## config.mk

```make
export PLATFORM = sky130hd
export DESIGN_NAME = rgb_to_ansi_color_stream
export DESIGN_NICKNAME = d
export VERILOG_FILES = /design/src/rtac_pkg.sv /design/src/rtac_front.sv /design/src/rtac_queue.sv /design/src/rtac_back.sv /design/src/rgb_to_ansi_color_stream.sv
export VERILOG_INCLUDE_DIRS = /design/src /design/src/src
export SDC_FILE = /design/constraint.sdc
export NUM_CORES = 2
export LEC_CHECK = 0
export BUFFER_PORTS_ARGS = -buffer_cell sky130_fd_sc_hd__buf_2
export CAP_MARGIN = 5
export CELL_PAD_IN_SITES_DETAIL_PLACEMENT = 1
export CELL_PAD_IN_SITES_GLOBAL_PLACEMENT = 2
export CORE_MARGIN = 5
export CORE_UTILIZATION = 47
export CTS_BUF_LIST = sky130_fd_sc_hd__clkbuf_8
export DETAILED_ROUTE_END_ITERATION = 16
export MAX_ROUTING_LAYER = met4
export PLACE_DENSITY = 0.95
export SYNTH_ARGS = -nofsm -noshare
export SYNTH_HDL_FRONTEND = slang
export SYNTH_SLANG_ARGS = --single-unit
```

## constraint.sdc

```tcl
create_clock -name clk -period 19.3 [get_ports clk]
set_input_delay 3.86 -clock clk [delete_from_list [all_inputs] [get_ports clk]]
set_output_delay 3.86 -clock clk [all_outputs]
set_load 0.02 [all_outputs]
```

## src/rgb_to_ansi_color_stream_defines.svh

```systemverilog
// Assertion macros for the RGB to terminal colour quantiser.
// Taken in by every RTL file that carries concurrent checks.
`ifndef RGB_TO_ANSI_COLOR_STREAM_DEFINES_SVH
`define RGB_TO_ANSI_COLOR_STREAM_DEFINES_SVH

// Antecedent and consequent in the same cycle.
`define RTAC_ASSERT_SAME(lbl, clk_s, rstn_s, ante, cons) \
    lbl: assert property (@(posedge clk_s) disable iff (!rstn_s) (ante) |-> (cons)) \
        else $error("rtac: same-cycle check failed");

// Consequent in the cycle after the antecedent.
`define RTAC_ASSERT_NEXT(lbl, clk_s, rstn_s, ante, cons) \
    lbl: assert property (@(posedge clk_s) disable iff (!rstn_s) (ante) |=> (cons)) \
        else $error("rtac: next-cycle check failed");

`endif

```

## src/rtac_pkg.sv

```systemverilog
// Shared types, codes and colour functions of the terminal colour quantiser.
// No dependencies; used by every RTL module of the block.
`default_nettype none

package rtac_pkg;

    typedef struct packed {
        logic [7:0] pixel_red;
        logic [7:0] pixel_green;
        logic [7:0] pixel_blue;
        logic       overlay_present;
        logic [7:0] overlay_alpha;
        logic [7:0] overlay_red;
        logic [7:0] overlay_green;
        logic [7:0] overlay_blue;
        logic       frame_first;
        logic       row_last;
        logic       frame_last;
    } px_t;

    typedef struct packed {
        logic       home_cursor;
        logic [1:0] colour_action;
        logic [7:0] palette_index;
        logic [7:0] true_red;
        logic [7:0] true_green;
        logic [7:0] true_blue;
        logic [7:0] glyph;
        logic [1:0] row_ending;
        logic       frame_done;
    } cmd_t;

    // Classified cell, front to back
    typedef struct packed {
        logic        first;
        logic        last;
        logic        row_last;
        logic [1:0]  kind;
        logic [7:0]  index;
        logic [23:0] rgb;
    } cls_t;

    localparam logic [1:0] ACT_NONE       = 2'd0;
    localparam logic [1:0] ACT_BACKGROUND = 2'd1;
    localparam logic [1:0] ACT_PALETTE    = 2'd2;
    localparam logic [1:0] ACT_TRUE       = 2'd3;

    localparam logic [1:0] MODE_PALETTE = 2'd0;
    localparam logic [1:0] MODE_GRAY    = 2'd1;
    localparam logic [1:0] MODE_TRUE    = 2'd2;

    localparam logic [1:0] END_NONE       = 2'd0;
    localparam logic [1:0] END_CRLF       = 2'd1;
    localparam logic [1:0] END_ATTR_RESET = 2'd2;

    localparam logic REG_RENDER_MODE = 1'b0;
    localparam logic REG_CELL_GLYPH  = 1'b1;

    localparam logic [7:0] GLYPH_SPACE = 8'd32;
    localparam logic [7:0] FULL_ALPHA  = 8'd255;

    localparam logic [15:0] LUMA_R = 16'd77;
    localparam logic [15:0] LUMA_G = 16'd150;
    localparam logic [15:0] LUMA_B = 16'd29;

    localparam logic [7:0] IDX_BLACK     = 8'd16;
    localparam logic [7:0] IDX_WHITE     = 8'd231;
    localparam logic [7:0] IDX_GRAY_BASE = 8'd232;
    localparam logic [7:0] GRAY_LOW      = 8'd8;
    localparam logic [7:0] GRAY_HIGH     = 8'd248;
    localparam logic [7:0] CUBE_R_STEP   = 8'd36;
    localparam logic [7:0] CUBE_G_STEP   = 8'd6;
    localparam logic [15:0] RECIP_TEN    = 16'd205;  // x/10 == (x*205)>>11 for x < 1029

    // c5*255/31 for each 5-bit level
    localparam logic [7:0] C8_LUT [32] = '{
        8'd0,   8'd8,   8'd16,  8'd24,  8'd32,  8'd41,  8'd49,  8'd57,
        8'd65,  8'd74,  8'd82,  8'd90,  8'd98,  8'd106, 8'd115, 8'd123,
        8'd131, 8'd139, 8'd148, 8'd156, 8'd164, 8'd172, 8'd180, 8'd189,
        8'd197, 8'd205, 8'd213, 8'd222, 8'd230, 8'd238, 8'd246, 8'd255
    };

    // x/255 for x <= 255*255
    function automatic logic [7:0] div255(input logic [15:0] x);
        logic [16:0] t;
        t = {1'b0, x} + 17'(x[15:8]) + 17'd1;
        return t[15:8];
    endfunction

    function automatic logic [7:0] gray_ramp(input logic [7:0] v);
        logic [15:0] m;
        m = 16'(v - GRAY_LOW) * RECIP_TEN;
        if (v < GRAY_LOW)
            return IDX_BLACK;
        else if (v >= GRAY_HIGH)
            return IDX_WHITE;
        else
            return IDX_GRAY_BASE + 8'(m[15:11]);
    endfunction

    // floor(c8*5/255)
    function automatic logic [7:0] cube_level(input logic [7:0] c8);
        if (c8 == 8'd255)      return 8'd5;
        else if (c8 >= 8'd204) return 8'd4;
        else if (c8 >= 8'd153) return 8'd3;
        else if (c8 >= 8'd102) return 8'd2;
        else if (c8 >= 8'd51)  return 8'd1;
        else                   return 8'd0;
    endfunction

    function automatic logic [7:0] palette_of(input logic [23:0] rgb);
        logic [7:0] r8, g8, b8;
        r8 = C8_LUT[rgb[23:19]];
        g8 = C8_LUT[rgb[15:11]];
        b8 = C8_LUT[rgb[7:3]];
        if (rgb[23:19] == rgb[15:11] && rgb[15:11] == rgb[7:3])
            return gray_ramp(r8);
        else
            return IDX_BLACK + cube_level(r8) * CUBE_R_STEP
                 + cube_level(g8) * CUBE_G_STEP + cube_level(b8);
    endfunction

    function automatic logic [7:0] gray_of(input logic [23:0] rgb);
        logic [15:0] y;
        y = 16'(rgb[23:16]) * LUMA_R + 16'(rgb[15:8]) * LUMA_G + 16'(rgb[7:0]) * LUMA_B;
        return gray_ramp(y[15:8]);
    endfunction

endpackage

`default_nettype wire

```

## src/rtac_front.sv

```systemverilog
// Front end: takes pixels, blends the overlay, classifies the colour.
// Uses rtac_pkg; pushes into rtac_queue against a credit count.
`default_nettype none
`include "rgb_to_ansi_color_stream_defines.svh"

module rtac_front #(
    parameter int DEPTH = 4,
    parameter int CNT_W = 3
) (
    input  wire logic             clk,
    input  wire logic             rst_n,
    input  wire logic             px_valid,
    output logic                  px_stall,
    input  wire rtac_pkg::px_t    px,
    input  wire logic [1:0]       mode,
    input  wire logic [CNT_W-1:0] count,
    output logic                  push,
    output rtac_pkg::cls_t        push_data
);

    logic              v1_reg, v2_reg;
    logic [15:0]       sum_r_reg, sum_g_reg, sum_b_reg;
    logic              first1_reg, last1_reg, row1_reg;
    logic [23:0]       rgb2_reg;
    logic              first2_reg, last2_reg, row2_reg;
    logic [CNT_W:0]    inflight;
    logic              accept;
    logic [7:0]        alpha_eff;
    logic [7:0]        alpha_inv;

    // Items in the two stages hold a queue slot in advance
    assign inflight = (CNT_W+1)'(v1_reg) + (CNT_W+1)'(v2_reg) + (CNT_W+1)'(count);
    assign px_stall = inflight >= (CNT_W+1)'(DEPTH);
    assign accept   = px_valid && !px_stall;

    // Zero alpha reduces the blend to the plain pixel
    assign alpha_eff = (px.overlay_present && px.overlay_alpha != 8'd0) ? px.overlay_alpha
                                                                          : 8'd0;
    assign alpha_inv = rtac_pkg::FULL_ALPHA - alpha_eff;

    always_ff @(posedge clk or negedge rst_n)
    begin
        if (!rst_n)
        begin
            v1_reg <= 1'b0;
            v2_reg <= 1'b0;
        end
        else
        begin
            v1_reg <= accept;
            v2_reg <= v1_reg;
        end
    end

    always_ff @(posedge clk)
    begin
        sum_r_reg  <= 16'(px.overlay_red) * 16'(alpha_eff)
                    + 16'(px.pixel_red) * 16'(alpha_inv);
        sum_g_reg  <= 16'(px.overlay_green) * 16'(alpha_eff)
                    + 16'(px.pixel_green) * 16'(alpha_inv);
        sum_b_reg  <= 16'(px.overlay_blue) * 16'(alpha_eff)
                    + 16'(px.pixel_blue) * 16'(alpha_inv);
        first1_reg <= px.frame_first;
        last1_reg  <= px.frame_last;
        row1_reg   <= px.row_last;
        rgb2_reg   <= {rtac_pkg::div255(sum_r_reg), rtac_pkg::div255(sum_g_reg),
                       rtac_pkg::div255(sum_b_reg)};
        first2_reg <= first1_reg;
        last2_reg  <= last1_reg;
        row2_reg   <= row1_reg;
    end

    always_comb
    begin
        push_data.first    = first2_reg;
        push_data.last     = last2_reg;
        push_data.row_last = row2_reg;
        push_data.rgb      = rgb2_reg;
        if (mode == rtac_pkg::MODE_GRAY)
            push_data.index = rtac_pkg::gray_of(rgb2_reg);
        else
            push_data.index = rtac_pkg::palette_of(rgb2_reg);
        if (rgb2_reg == 24'd0)
            push_data.kind = rtac_pkg::ACT_BACKGROUND;
        else if (mode == rtac_pkg::MODE_TRUE)
            push_data.kind = rtac_pkg::ACT_TRUE;
        else
            push_data.kind = rtac_pkg::ACT_PALETTE;
    end

    assign push = v2_reg;

endmodule

`default_nettype wire

```

## src/rtac_queue.sv

```systemverilog
// Short queue between the front and back ends of the colour quantiser.
// Uses rtac_pkg for the entry type and the shared assertion macros.
`default_nettype none
`include "rgb_to_ansi_color_stream_defines.svh"

module rtac_queue #(
    parameter int DEPTH = 4,
    parameter int CNT_W = 3
) (
    input  wire logic             clk,
    input  wire logic             rst_n,
    input  wire logic             push,
    input  wire rtac_pkg::cls_t   push_data,
    input  wire logic             pop,
    output rtac_pkg::cls_t        head,
    output logic                  nonempty,
    output logic [CNT_W-1:0]      count
);

    localparam int PTR_W = (DEPTH > 1) ? $clog2(DEPTH) : 1;

    rtac_pkg::cls_t     store [DEPTH];
    logic [PTR_W-1:0]   wr_ptr_reg, wr_ptr_next;
    logic [PTR_W-1:0]   rd_ptr_reg, rd_ptr_next;
    logic [CNT_W-1:0]   count_reg, count_next;

    always_comb
    begin
        wr_ptr_next = wr_ptr_reg;
        rd_ptr_next = rd_ptr_reg;
        count_next  = count_reg;
        if (push)
            wr_ptr_next = (wr_ptr_reg == PTR_W'(DEPTH - 1)) ? '0 : wr_ptr_reg + 1'b1;
        if (pop)
            rd_ptr_next = (rd_ptr_reg == PTR_W'(DEPTH - 1)) ? '0 : rd_ptr_reg + 1'b1;
        if (push && !pop)
            count_next = count_reg + 1'b1;
        else if (pop && !push)
            count_next = count_reg - 1'b1;
    end

    always_ff @(posedge clk or negedge rst_n)
    begin
        if (!rst_n)
        begin
            wr_ptr_reg <= '0;
            rd_ptr_reg <= '0;
            count_reg  <= '0;
        end
        else
        begin
            wr_ptr_reg <= wr_ptr_next;
            rd_ptr_reg <= rd_ptr_next;
            count_reg  <= count_next;
        end
    end

    always_ff @(posedge clk)
    begin
        if (push)
            store[wr_ptr_reg] <= push_data;
    end

    assign head     = store[rd_ptr_reg];
    assign nonempty = count_reg != '0;
    assign count    = count_reg;

    `RTAC_ASSERT_SAME(a_q_no_overflow, clk, rst_n, push, count_reg < CNT_W'(DEPTH))
    `RTAC_ASSERT_SAME(a_q_no_underflow, clk, rst_n, pop, count_reg != '0)

endmodule

`default_nettype wire

```

## src/rtac_back.sv

```systemverilog
// Back end: suppresses repeated colour commands and builds the result.
// Uses rtac_pkg; pops rtac_queue into a single output register.
`default_nettype none
`include "rgb_to_ansi_color_stream_defines.svh"

module rtac_back (
    input  wire logic             clk,
    input  wire logic             rst_n,
    input  wire rtac_pkg::cls_t   head,
    input  wire logic             nonempty,
    output logic                  pop,
    input  wire logic [7:0]       cell_glyph,
    output logic                  cmd_valid,
    input  wire logic             cmd_stall,
    output rtac_pkg::cmd_t        cmd
);

    logic             out_valid_reg;
    rtac_pkg::cmd_t   out_reg, out_next;
    logic [1:0]       prev_kind_reg, prev_kind_next;
    logic [7:0]       prev_index_reg, prev_index_next;
    logic [23:0]      prev_rgb_reg, prev_rgb_next;
    logic [1:0]       kind_seen;
    logic             issue;

    assign pop = nonempty && (!out_valid_reg || !cmd_stall);

    always_comb
    begin
        // Frame start forgets the remembered colour before deciding
        kind_seen = head.first ? rtac_pkg::ACT_NONE : prev_kind_reg;
        case (head.kind)
            rtac_pkg::ACT_BACKGROUND: issue = kind_seen != rtac_pkg::ACT_BACKGROUND;
            rtac_pkg::ACT_TRUE:       issue = kind_seen != rtac_pkg::ACT_TRUE
                                           || prev_rgb_reg != head.rgb;
            default:                  issue = kind_seen != rtac_pkg::ACT_PALETTE
                                           || prev_index_reg != head.index;
        endcase

        prev_kind_next  = kind_seen;
        prev_index_next = prev_index_reg;
        prev_rgb_next   = prev_rgb_reg;
        if (issue)
        begin
            prev_kind_next = head.kind;
            if (head.kind == rtac_pkg::ACT_TRUE)
                prev_rgb_next = head.rgb;
            if (head.kind == rtac_pkg::ACT_PALETTE)
                prev_index_next = head.index;
        end
        // The attribute reset at frame end invalidates the remembered colour
        if (head.last)
            prev_kind_next = rtac_pkg::ACT_NONE;

        out_next.home_cursor   = head.first;
        out_next.colour_action = issue ? head.kind : rtac_pkg::ACT_NONE;
        out_next.palette_index = (issue && head.kind == rtac_pkg::ACT_PALETTE) ? head.index
                                                                               : 8'd0;
        {out_next.true_red, out_next.true_green, out_next.true_blue} =
            (issue && head.kind == rtac_pkg::ACT_TRUE) ? head.rgb : 24'd0;
        out_next.glyph         = (cell_glyph == 8'd0) ? rtac_pkg::GLYPH_SPACE : cell_glyph;
        if (head.last)
            out_next.row_ending = rtac_pkg::END_ATTR_RESET;
        else if (head.row_last)
            out_next.row_ending = rtac_pkg::END_CRLF;
        else
            out_next.row_ending = rtac_pkg::END_NONE;
        out_next.frame_done    = head.last;
    end

    always_ff @(posedge clk or negedge rst_n)
    begin
        if (!rst_n)
        begin
            out_valid_reg  <= 1'b0;
            prev_kind_reg  <= rtac_pkg::ACT_NONE;
            prev_index_reg <= 8'd0;
            prev_rgb_reg   <= 24'd0;
        end
        else
        begin
            if (pop)
            begin
                out_valid_reg  <= 1'b1;
                prev_kind_reg  <= prev_kind_next;
                prev_index_reg <= prev_index_next;
                prev_rgb_reg   <= prev_rgb_next;
            end
            else if (!cmd_stall)
                out_valid_reg <= 1'b0;
        end
    end

    always_ff @(posedge clk)
    begin
        if (pop)
            out_reg <= out_next;
    end

    assign cmd_valid = out_valid_reg;
    assign cmd       = out_reg;

    `RTAC_ASSERT_NEXT(a_bk_frame_end_forgets, clk, rst_n, pop && head.last, prev_kind_reg == rtac_pkg::ACT_NONE)
    `RTAC_ASSERT_NEXT(a_bk_frame_start_issues, clk, rst_n, pop && head.first, out_reg.colour_action != rtac_pkg::ACT_NONE)
    `RTAC_ASSERT_NEXT(a_bk_issue_remembered, clk, rst_n, pop && issue, prev_kind_reg == $past(head.kind) || $past(head.last))

endmodule

`default_nettype wire

```

## src/rgb_to_ansi_color_stream.sv

```systemverilog
// Top level of the RGB to terminal colour quantiser: config registers and
// the front, queue and back ends. Depends on rtac_pkg and the rtac_* modules.
//
//  Channel | Signals                          | Direction | Moves
//  --------+----------------------------------+-----------+---------------------------
//  pixel   | px_valid, px_stall, px           | in        | one cell per transaction
//  command | cmd_valid, cmd_stall, cmd        | out       | one result per transaction
//  config  | psel, penable, pwrite, paddr ... | in/out    | register write or read
//
// cmd_valid rises once a cell has passed the front stages, the queue entry and the output
// register; one cell per cycle is sustained while the command side takes results.
// The front keeps QUEUE_DEPTH slots in credit: its two stages plus the queue.
// px_stall rises when that credit is used up; cmd_stall holds the output
// register and backs the queue up. Reset clears the queue, the stage valids,
// the remembered colour and both registers; no clearing pass is needed.
`default_nettype none

module rgb_to_ansi_color_stream #(
    parameter int QUEUE_DEPTH = 4
) (
    input  wire logic            clk,
    input  wire logic            rst_n,
    input  wire logic            px_valid,
    output logic                 px_stall,
    input  wire rtac_pkg::px_t   px,
    output logic                 cmd_valid,
    input  wire logic            cmd_stall,
    output rtac_pkg::cmd_t       cmd,
    input  wire logic            psel,
    input  wire logic            penable,
    input  wire logic            pwrite,
    input  wire logic [2:0]      paddr,
    input  wire logic [31:0]     pwdata,
    output logic [31:0]          prdata,
    output logic                 pready
);

    localparam int CNT_W = $clog2(QUEUE_DEPTH + 1);

    logic [1:0]        render_mode_reg;
    logic [7:0]        cell_glyph_reg;
    logic              push, pop, nonempty;
    rtac_pkg::cls_t    push_data, head;
    logic [CNT_W-1:0]  count;

    assign pready = 1'b1;

    always_ff @(posedge clk or negedge rst_n)
    begin
        if (!rst_n)
        begin
            render_mode_reg <= rtac_pkg::MODE_PALETTE;
            cell_glyph_reg  <= 8'd0;
        end
        else if (psel && penable && pwrite)
        begin
            unique case (paddr[2])
                rtac_pkg::REG_RENDER_MODE: render_mode_reg <= pwdata[1:0];
                rtac_pkg::REG_CELL_GLYPH:  cell_glyph_reg  <= pwdata[7:0];
                default:                   render_mode_reg <= render_mode_reg;
            endcase
        end
    end

    always_comb
    begin
        unique case (paddr[2])
            rtac_pkg::REG_RENDER_MODE: prdata = {30'd0, render_mode_reg};
            rtac_pkg::REG_CELL_GLYPH:  prdata = {24'd0, cell_glyph_reg};
            default:                   prdata = 32'd0;
        endcase
    end

    rtac_front #(
        .DEPTH (QUEUE_DEPTH),
        .CNT_W (CNT_W)
    ) u_front (
        .clk       (clk),
        .rst_n     (rst_n),
        .px_valid  (px_valid),
        .px_stall  (px_stall),
        .px        (px),
        .mode      (render_mode_reg),
        .count     (count),
        .push      (push),
        .push_data (push_data)
    );

    rtac_queue #(
        .DEPTH (QUEUE_DEPTH),
        .CNT_W (CNT_W)
    ) u_queue (
        .clk       (clk),
        .rst_n     (rst_n),
        .push      (push),
        .push_data (push_data),
        .pop       (pop),
        .head      (head),
        .nonempty  (nonempty),
        .count     (count)
    );

    rtac_back u_back (
        .clk        (clk),
        .rst_n      (rst_n),
        .head       (head),
        .nonempty   (nonempty),
        .pop        (pop),
        .cell_glyph (cell_glyph_reg),
        .cmd_valid  (cmd_valid),
        .cmd_stall  (cmd_stall),
        .cmd        (cmd)
    );

endmodule

`default_nettype wire

```

# ---- Yosys cells after proc, flatten, opt, wreduce, memory -nomap -nowiden
# Memories as Yosys holds them, arrays and structs flattened.
# Cells that the tools add are included.
# W data, S select, Z words.
dict set report word_totals {
  rom_bits 768
  memories 4
  ramBits 148
  in_bits 102
  elab_cells 191
  reg_bits 178
}
# name words width rd rd_clocked_by_memory_dff wr line_no
set memory_table {}
lappend memory_table {{(no name shown)} 32 8 1 0 0 rtac_pkg.sv:113} ;# r8 = C8_LUT[rgb[23:19]];
lappend memory_table {{(no name shown)} 32 8 1 0 0 rtac_pkg.sv:114} ;# g8 = C8_LUT[rgb[15:11]];
lappend memory_table {{(no name shown)} 32 8 1 0 0 rtac_pkg.sv:115} ;# b8 = C8_LUT[rgb[7:3]];
lappend memory_table {u_queue.store 4 37 1 0 1 rtac_queue.sv:22} ;# rtac_pkg::cls_t store [DEPTH];
dict set report op_classes {
  n_bitwise 4
  add_sub_neg 25
  n_reduce_logical 27
  mux 50
  mul 13
  eq_ne 18
  magnitude_cmp 20
}
# op n
set op_table {}
lappend op_table {{$mux W8} 31}
lappend op_table {{$mul A8 B8 Y16} 6}
lappend op_table {{$ge A8 B8 Y1 const B} 8}
lappend op_table {{$pmux W32 S2} 1}
lappend op_table {{$add A16 B1 Y16 const B} 3}
lappend op_table {{$add A16 B16 Y16} 3}
lappend op_table {{$add A16 B8 Y16} 3}
lappend op_table {{$mul A16 B8 Y16 const B} 2}
lappend op_table {{$mul A8 B7 Y15 const B} 2}
lappend op_table {{$eq A8 B8 Y1 const B} 3}
lappend op_table {{$ge A8 B6 Y1 const B} 3}
lappend op_table {{$ge A8 B7 Y1 const B} 3}
lappend op_table {{$logic_not A24 Y1} 1}
lappend op_table {{$ne A24 B24 Y1} 1}
lappend op_table {{$ge A6 B6 Y1 const B} 3}
lappend op_table {{$not A5 Y6} 3}
lappend op_table {{$sub A8 B4 Y9 const B} 2}
lappend op_table {{$add A15 B16 Y16} 1}
lappend op_table {{$add A16 B13 Y16} 1}
lappend op_table {{$add A8 B8 Y8} 2}
lappend op_table {{$lt A8 B4 Y1 const B} 2}
lappend op_table {{$add A6 B6 Y7 const A} 2}
lappend op_table {{$mul A8 B5 Y13 const B} 1}
lappend op_table {{$mux W2} 6}
lappend op_table {{29 further kinds} 64}

# ---- Logic depth before layout (Yosys ltp)
dict set report depth {
  word_depth 18
  depth_mapped 48
  depth_no_buf 48
}

# ---- Modules after synthesis
# A second synthesis with hierarchy kept.
dict set report hier_totals {
  hier_cells 3014
  area_unflattened_um2 32745.2
}
# module cells_per_inst area_each_um2 n_inst seq_area_each_um2
set modules_own_cells {}
lappend modules_own_cells {rtac_front 2482 22728.0 1 1611.5}
lappend modules_own_cells {rtac_queue 229 5739.3 1 4619.4}
lappend modules_own_cells {rtac_back 245 3603.5 1 2257.2}
lappend modules_own_cells {rgb_to_ansi_color_stream 58 674.4 1 250.2}

# ---- Worst setup path before layout
# OpenSTA, ideal clock, no wires.
dict set report synth_path {
  kind {register to register}
  start {register u_front.rgb2_reg[14]}
  end {memory u_queue.store[0][29] (netlist bit), data pin}
  synth_period_minus_slack_ns 11.338
  setup_slack_ns 7.962
  stages_incl_launch_ff 45
  t_arrival_ns 11.057
  path_buffers 0
  path_cell_list {dfxtp_1 > ha_1 > ha_1 > inv_1 > fa_1 > fa_1 > inv_1 > ha_1 > xnor2_1 > fa_1 > fa_1 > inv_1 > fa_1 > fa_1 > inv_1 > ha_1 > nand3_1 > a31oi_1 > [9 not listed] > fa_1 > inv_1 > fa_1 > inv_1 > ha_1 > a21o_1 > a211oi_1 > a21oi_1 > a22o_1 > a311o_1 > a21oi_1 > inv_1 > a21oi_1 > xnor2_1 > ha_1 > inv_1 > a211oi_1 > a21oi_1}
}
# element line_no
set synth_lines {}
lappend synth_lines {{start: declaration} rtac_front.sv:24} ;# logic [23:0] rgb2_reg;
lappend synth_lines {{start signal: assignment} rtac_front.sv:66} ;# rgb2_reg <= {rtac_pkg::div255(sum_r_reg), rtac_pkg::div255(sum_g_reg),
lappend synth_lines {{end: declaration} rtac_queue.sv:22}

==> flow_summary.json <==
{
  "root_buffer": "clkbuf_8",
  "dp_hpwl_um": 63400,
  "min_path_type": "flop to flop",
  "cts_buffers": 51,
  "drive_above_1_share_pct": 10.7,
  "regToRegStartpoint": "u_front.rgb2_reg[14]$_DFF_P_",
  "period_share_pct": 66.7,
  "yosysSeqAreaShare_pct": 26.8,
  "rsz0062_at_grt": "false",
  "synth_top_family_by_area": "adder cells",
  "num_io_pins": 183,
  "timing.slew.headroom_pct": 16.1,
  "setup_violations": 0,
  "drv_cap": 0,
  "hold_start": "u_front.first1_reg$_DFF_P_",
  "cts_tree": "done",
  "synth_mux_area_share_pct": 4.22,
  "finalNetCount": 4018,
  "viasPerCell": 5.33,
  "crit_buf_inv": 11,
  "num_vias": 21800,
  "final-hold-violation-count": 0,
  "crit_start": "u_front.rgb2_reg[14]$_DFF_P_",
  "start_util_pct": 47.4,
  "holdWs_ps": 324,
  "h-tree-depth": 2,
  "grt_use_met1_pct": 25.5,
  "ys_ff_latch": 326,
  "largest_reg_flops": 148,
  "synthMostInstantiatedCell": "inv_1",
  "avgSynthCellArea_sq_um": 10.9,
  "die_h_um": 273,
  "grt_overflow": 0,
  "track_usage_pct": 22.3,
  "clockBufferDepth": 3,
  "antenna_found_initial": 3,
  "wl_per_cell_um": 19.7,
  "synthSimpleGateAreaFrac_pct": 11.2,
  "synth_top_area_share_pct": 23.6,
  "place.gp.congestion": 0.883,
  "endpoint_kind": "flop",
  "period_needed_ps": 12870,
  "ctsResizeCount": 0,
  "pre_cts_slack_ps": 6450,
  "start_kind": "flop",
  "cts_hold_buffers": 0,
  "synthArstFlopShare_pct": 16.6,
  "post-route-util_pct": 51.1,
  "report.final.slew_viol_count": 0,
  "drc": 0,
  "max_freq_mhz": 77.7,
  "netlist_area_sq_um": 32600,
  "crit_type": "flop to flop",
  "grt_pass1_vias": 25100,
  "grt_use_met2_pct": 41.4,
  "ys_top_cells_by_count": "596 x inv_1, 420 x ha_1, 384 x fa_1",
  "crit_family": "adder cells",
  "path_max_fanout": 14,
  "cp_slowest_cell": "dfxtp_1",
  "finalSetupTns_ps": 0,
  "synth_edf_count": 194,
  "syn_to_final_growth_pct": 7.68,
  "regMostFlops": "u_queue.store",
  "synthXorXnorAreaFrac_pct": 4.22,
  "fin_ws_ps": 6430,
  "synth.distinct_cells": 94,
  "crit_path_frequent_cell": "inv_1",
  "crit_arrival_ps": 13190,
  "status": "completed",
  "worstSkewPairLatency_ps": 640,
  "max_stage_delay_ps": 750,
  "synth-adder-area-share_pct": 39.8,
  "yosysWarnings": 0,
  "wirelength_um": 80500,
  "detail-route-antenna-nets": 0,
  "rows": 96,
  "grt_max_degree": 86,
  "die_w_um": 273,
  "cp.required_ps": 19630,
  "globalRoute.busiestLayer": "met2",
  "synthFlopType": "edfxtp_1",
  "synth.area.top_cells": "fa_1 24%, edfxtp_1 18%, ha_1 16%, inv_1 6.9%, dfxtp_1 4.8%",
  "grt_pass1_wl_um": 130000,
  "core-area_sq_um": 68700,
  "netlist_instances": 2997,
  "dr.pass1.iters": 11,
  "drt_iter0_drc": 855,
  "clkSinkCount": 326,
  "met3_usage_pct": 2.66,
  "die-area_sq_um": 74700,
  "path_clk_slew_ps": 80,
  "synth_compound_area_share_pct": 5.07,
  "worst_pin_slew_ps": 1230,
  "skew_ps": 32.2,
  "synth_top_area_cell": "fa_1",
  "port_buffers": 131,
  "cts_setup_buffers": 0
}
[logic make-up (layout without fill, tap and decap cells)]
| family | count (synthesis) | in the layout |
|---|---|---|
| adders and majority gates | 805 | 805 |
| AOI/OAI and AO/OA | 231 | 231 |
| xor gates and xnor gates | 156 | 156 |
| other | 2 | 31 |
| buffers and inverters | 709 | 841 |
| DFF | 326 | 326 |
| muxes | 82 | 82 |
| and+or+nand+nor | 686 | 686 |
[metal layers]
layer	wire length [um]	vias up
li1	-	9928
met1	31500	11200
met2	43500	457
met3	3050	166
met4	2460	0
met5	0	-
[cell usage in the layout, fill, tap and decap left out, types with 6 or more instances in the layout]
master    Yosys  final
nor2b_1      10     10
a211oi_1      8      8
or3_1        10     10
a21o_1       20     20
clkinv_1      0      7
a211o_1       7      7
buf_2         6    131
o21ai_0      31     31
buf_4        26     17
nand3_1      25     25
fa_1        384    384
nand4_1      10     10
o21a_1       23     23
nand2_1     222    222
a21oi_1      54     54
conb_1        2     28
clkinv_2      1      6
dfxtp_1      78     78
nor3_1       27     27
mux4_1        9      9
and3_1      151    151
dfrtp_1      54     53
or2_2         9      9
a31oi_1      15     15
inv_1       596    612
mux2_2       45     45
ha_1        420    420
xnor2_1     109    109
mux4_2       28     28
and2_1      158    154
nor2_1       34     34
clkbuf_8      0     55
xor2_1       46     46
o21bai_1     12     12
edfxtp_1    194    194
[worst paths after layout]
kind | endpoint | slack (ps) | cells past startpoint
setup / recovery | u_queue.store[1][29]$_DFFE_PP_ | 6430 | 45
hold / removal | u_front.first2_reg$_DFF_P_ | 320 | 0
setup reg to reg | u_queue.store[1][29]$_DFFE_PP_ | 6430 | 45
hold reg to reg | u_front.first2_reg$_DFF_P_ | 320 | 0
max in group asynchronous | u_queue.rd_ptr_reg[0]$_DFFE_PN0P_ | 15400 | 2
min in group asynchronous | cell_glyph_reg[7]$_DFFE_PN0P_ | 3370 | 2
[through the flow]
step	cell area, sq um	instances
detailed placement	34000	3990
CTS	35100	4086
floorplan	32700	3023
global route	35100	4089
global placement	34000	3990
finish	35100	4089
[final cells by class]
class | count | area [sq um]
Inverter | 597 | 2240
Clock inverter | 41 | 290
Tap cell | 931 | 1160
Multi-Input combinational cell | 1988 | 21100
Fill cell | 7501 | 33600
Antenna cell | 3 | 7.51
Sequential cell | 326 | 8740
Clock buffer | 55 | 757
Timing Repair Buffer | 148 | 783
Power is not shown: default switching activity piles up to over one toggle a cycle in this logic, so the estimate is an artifact.
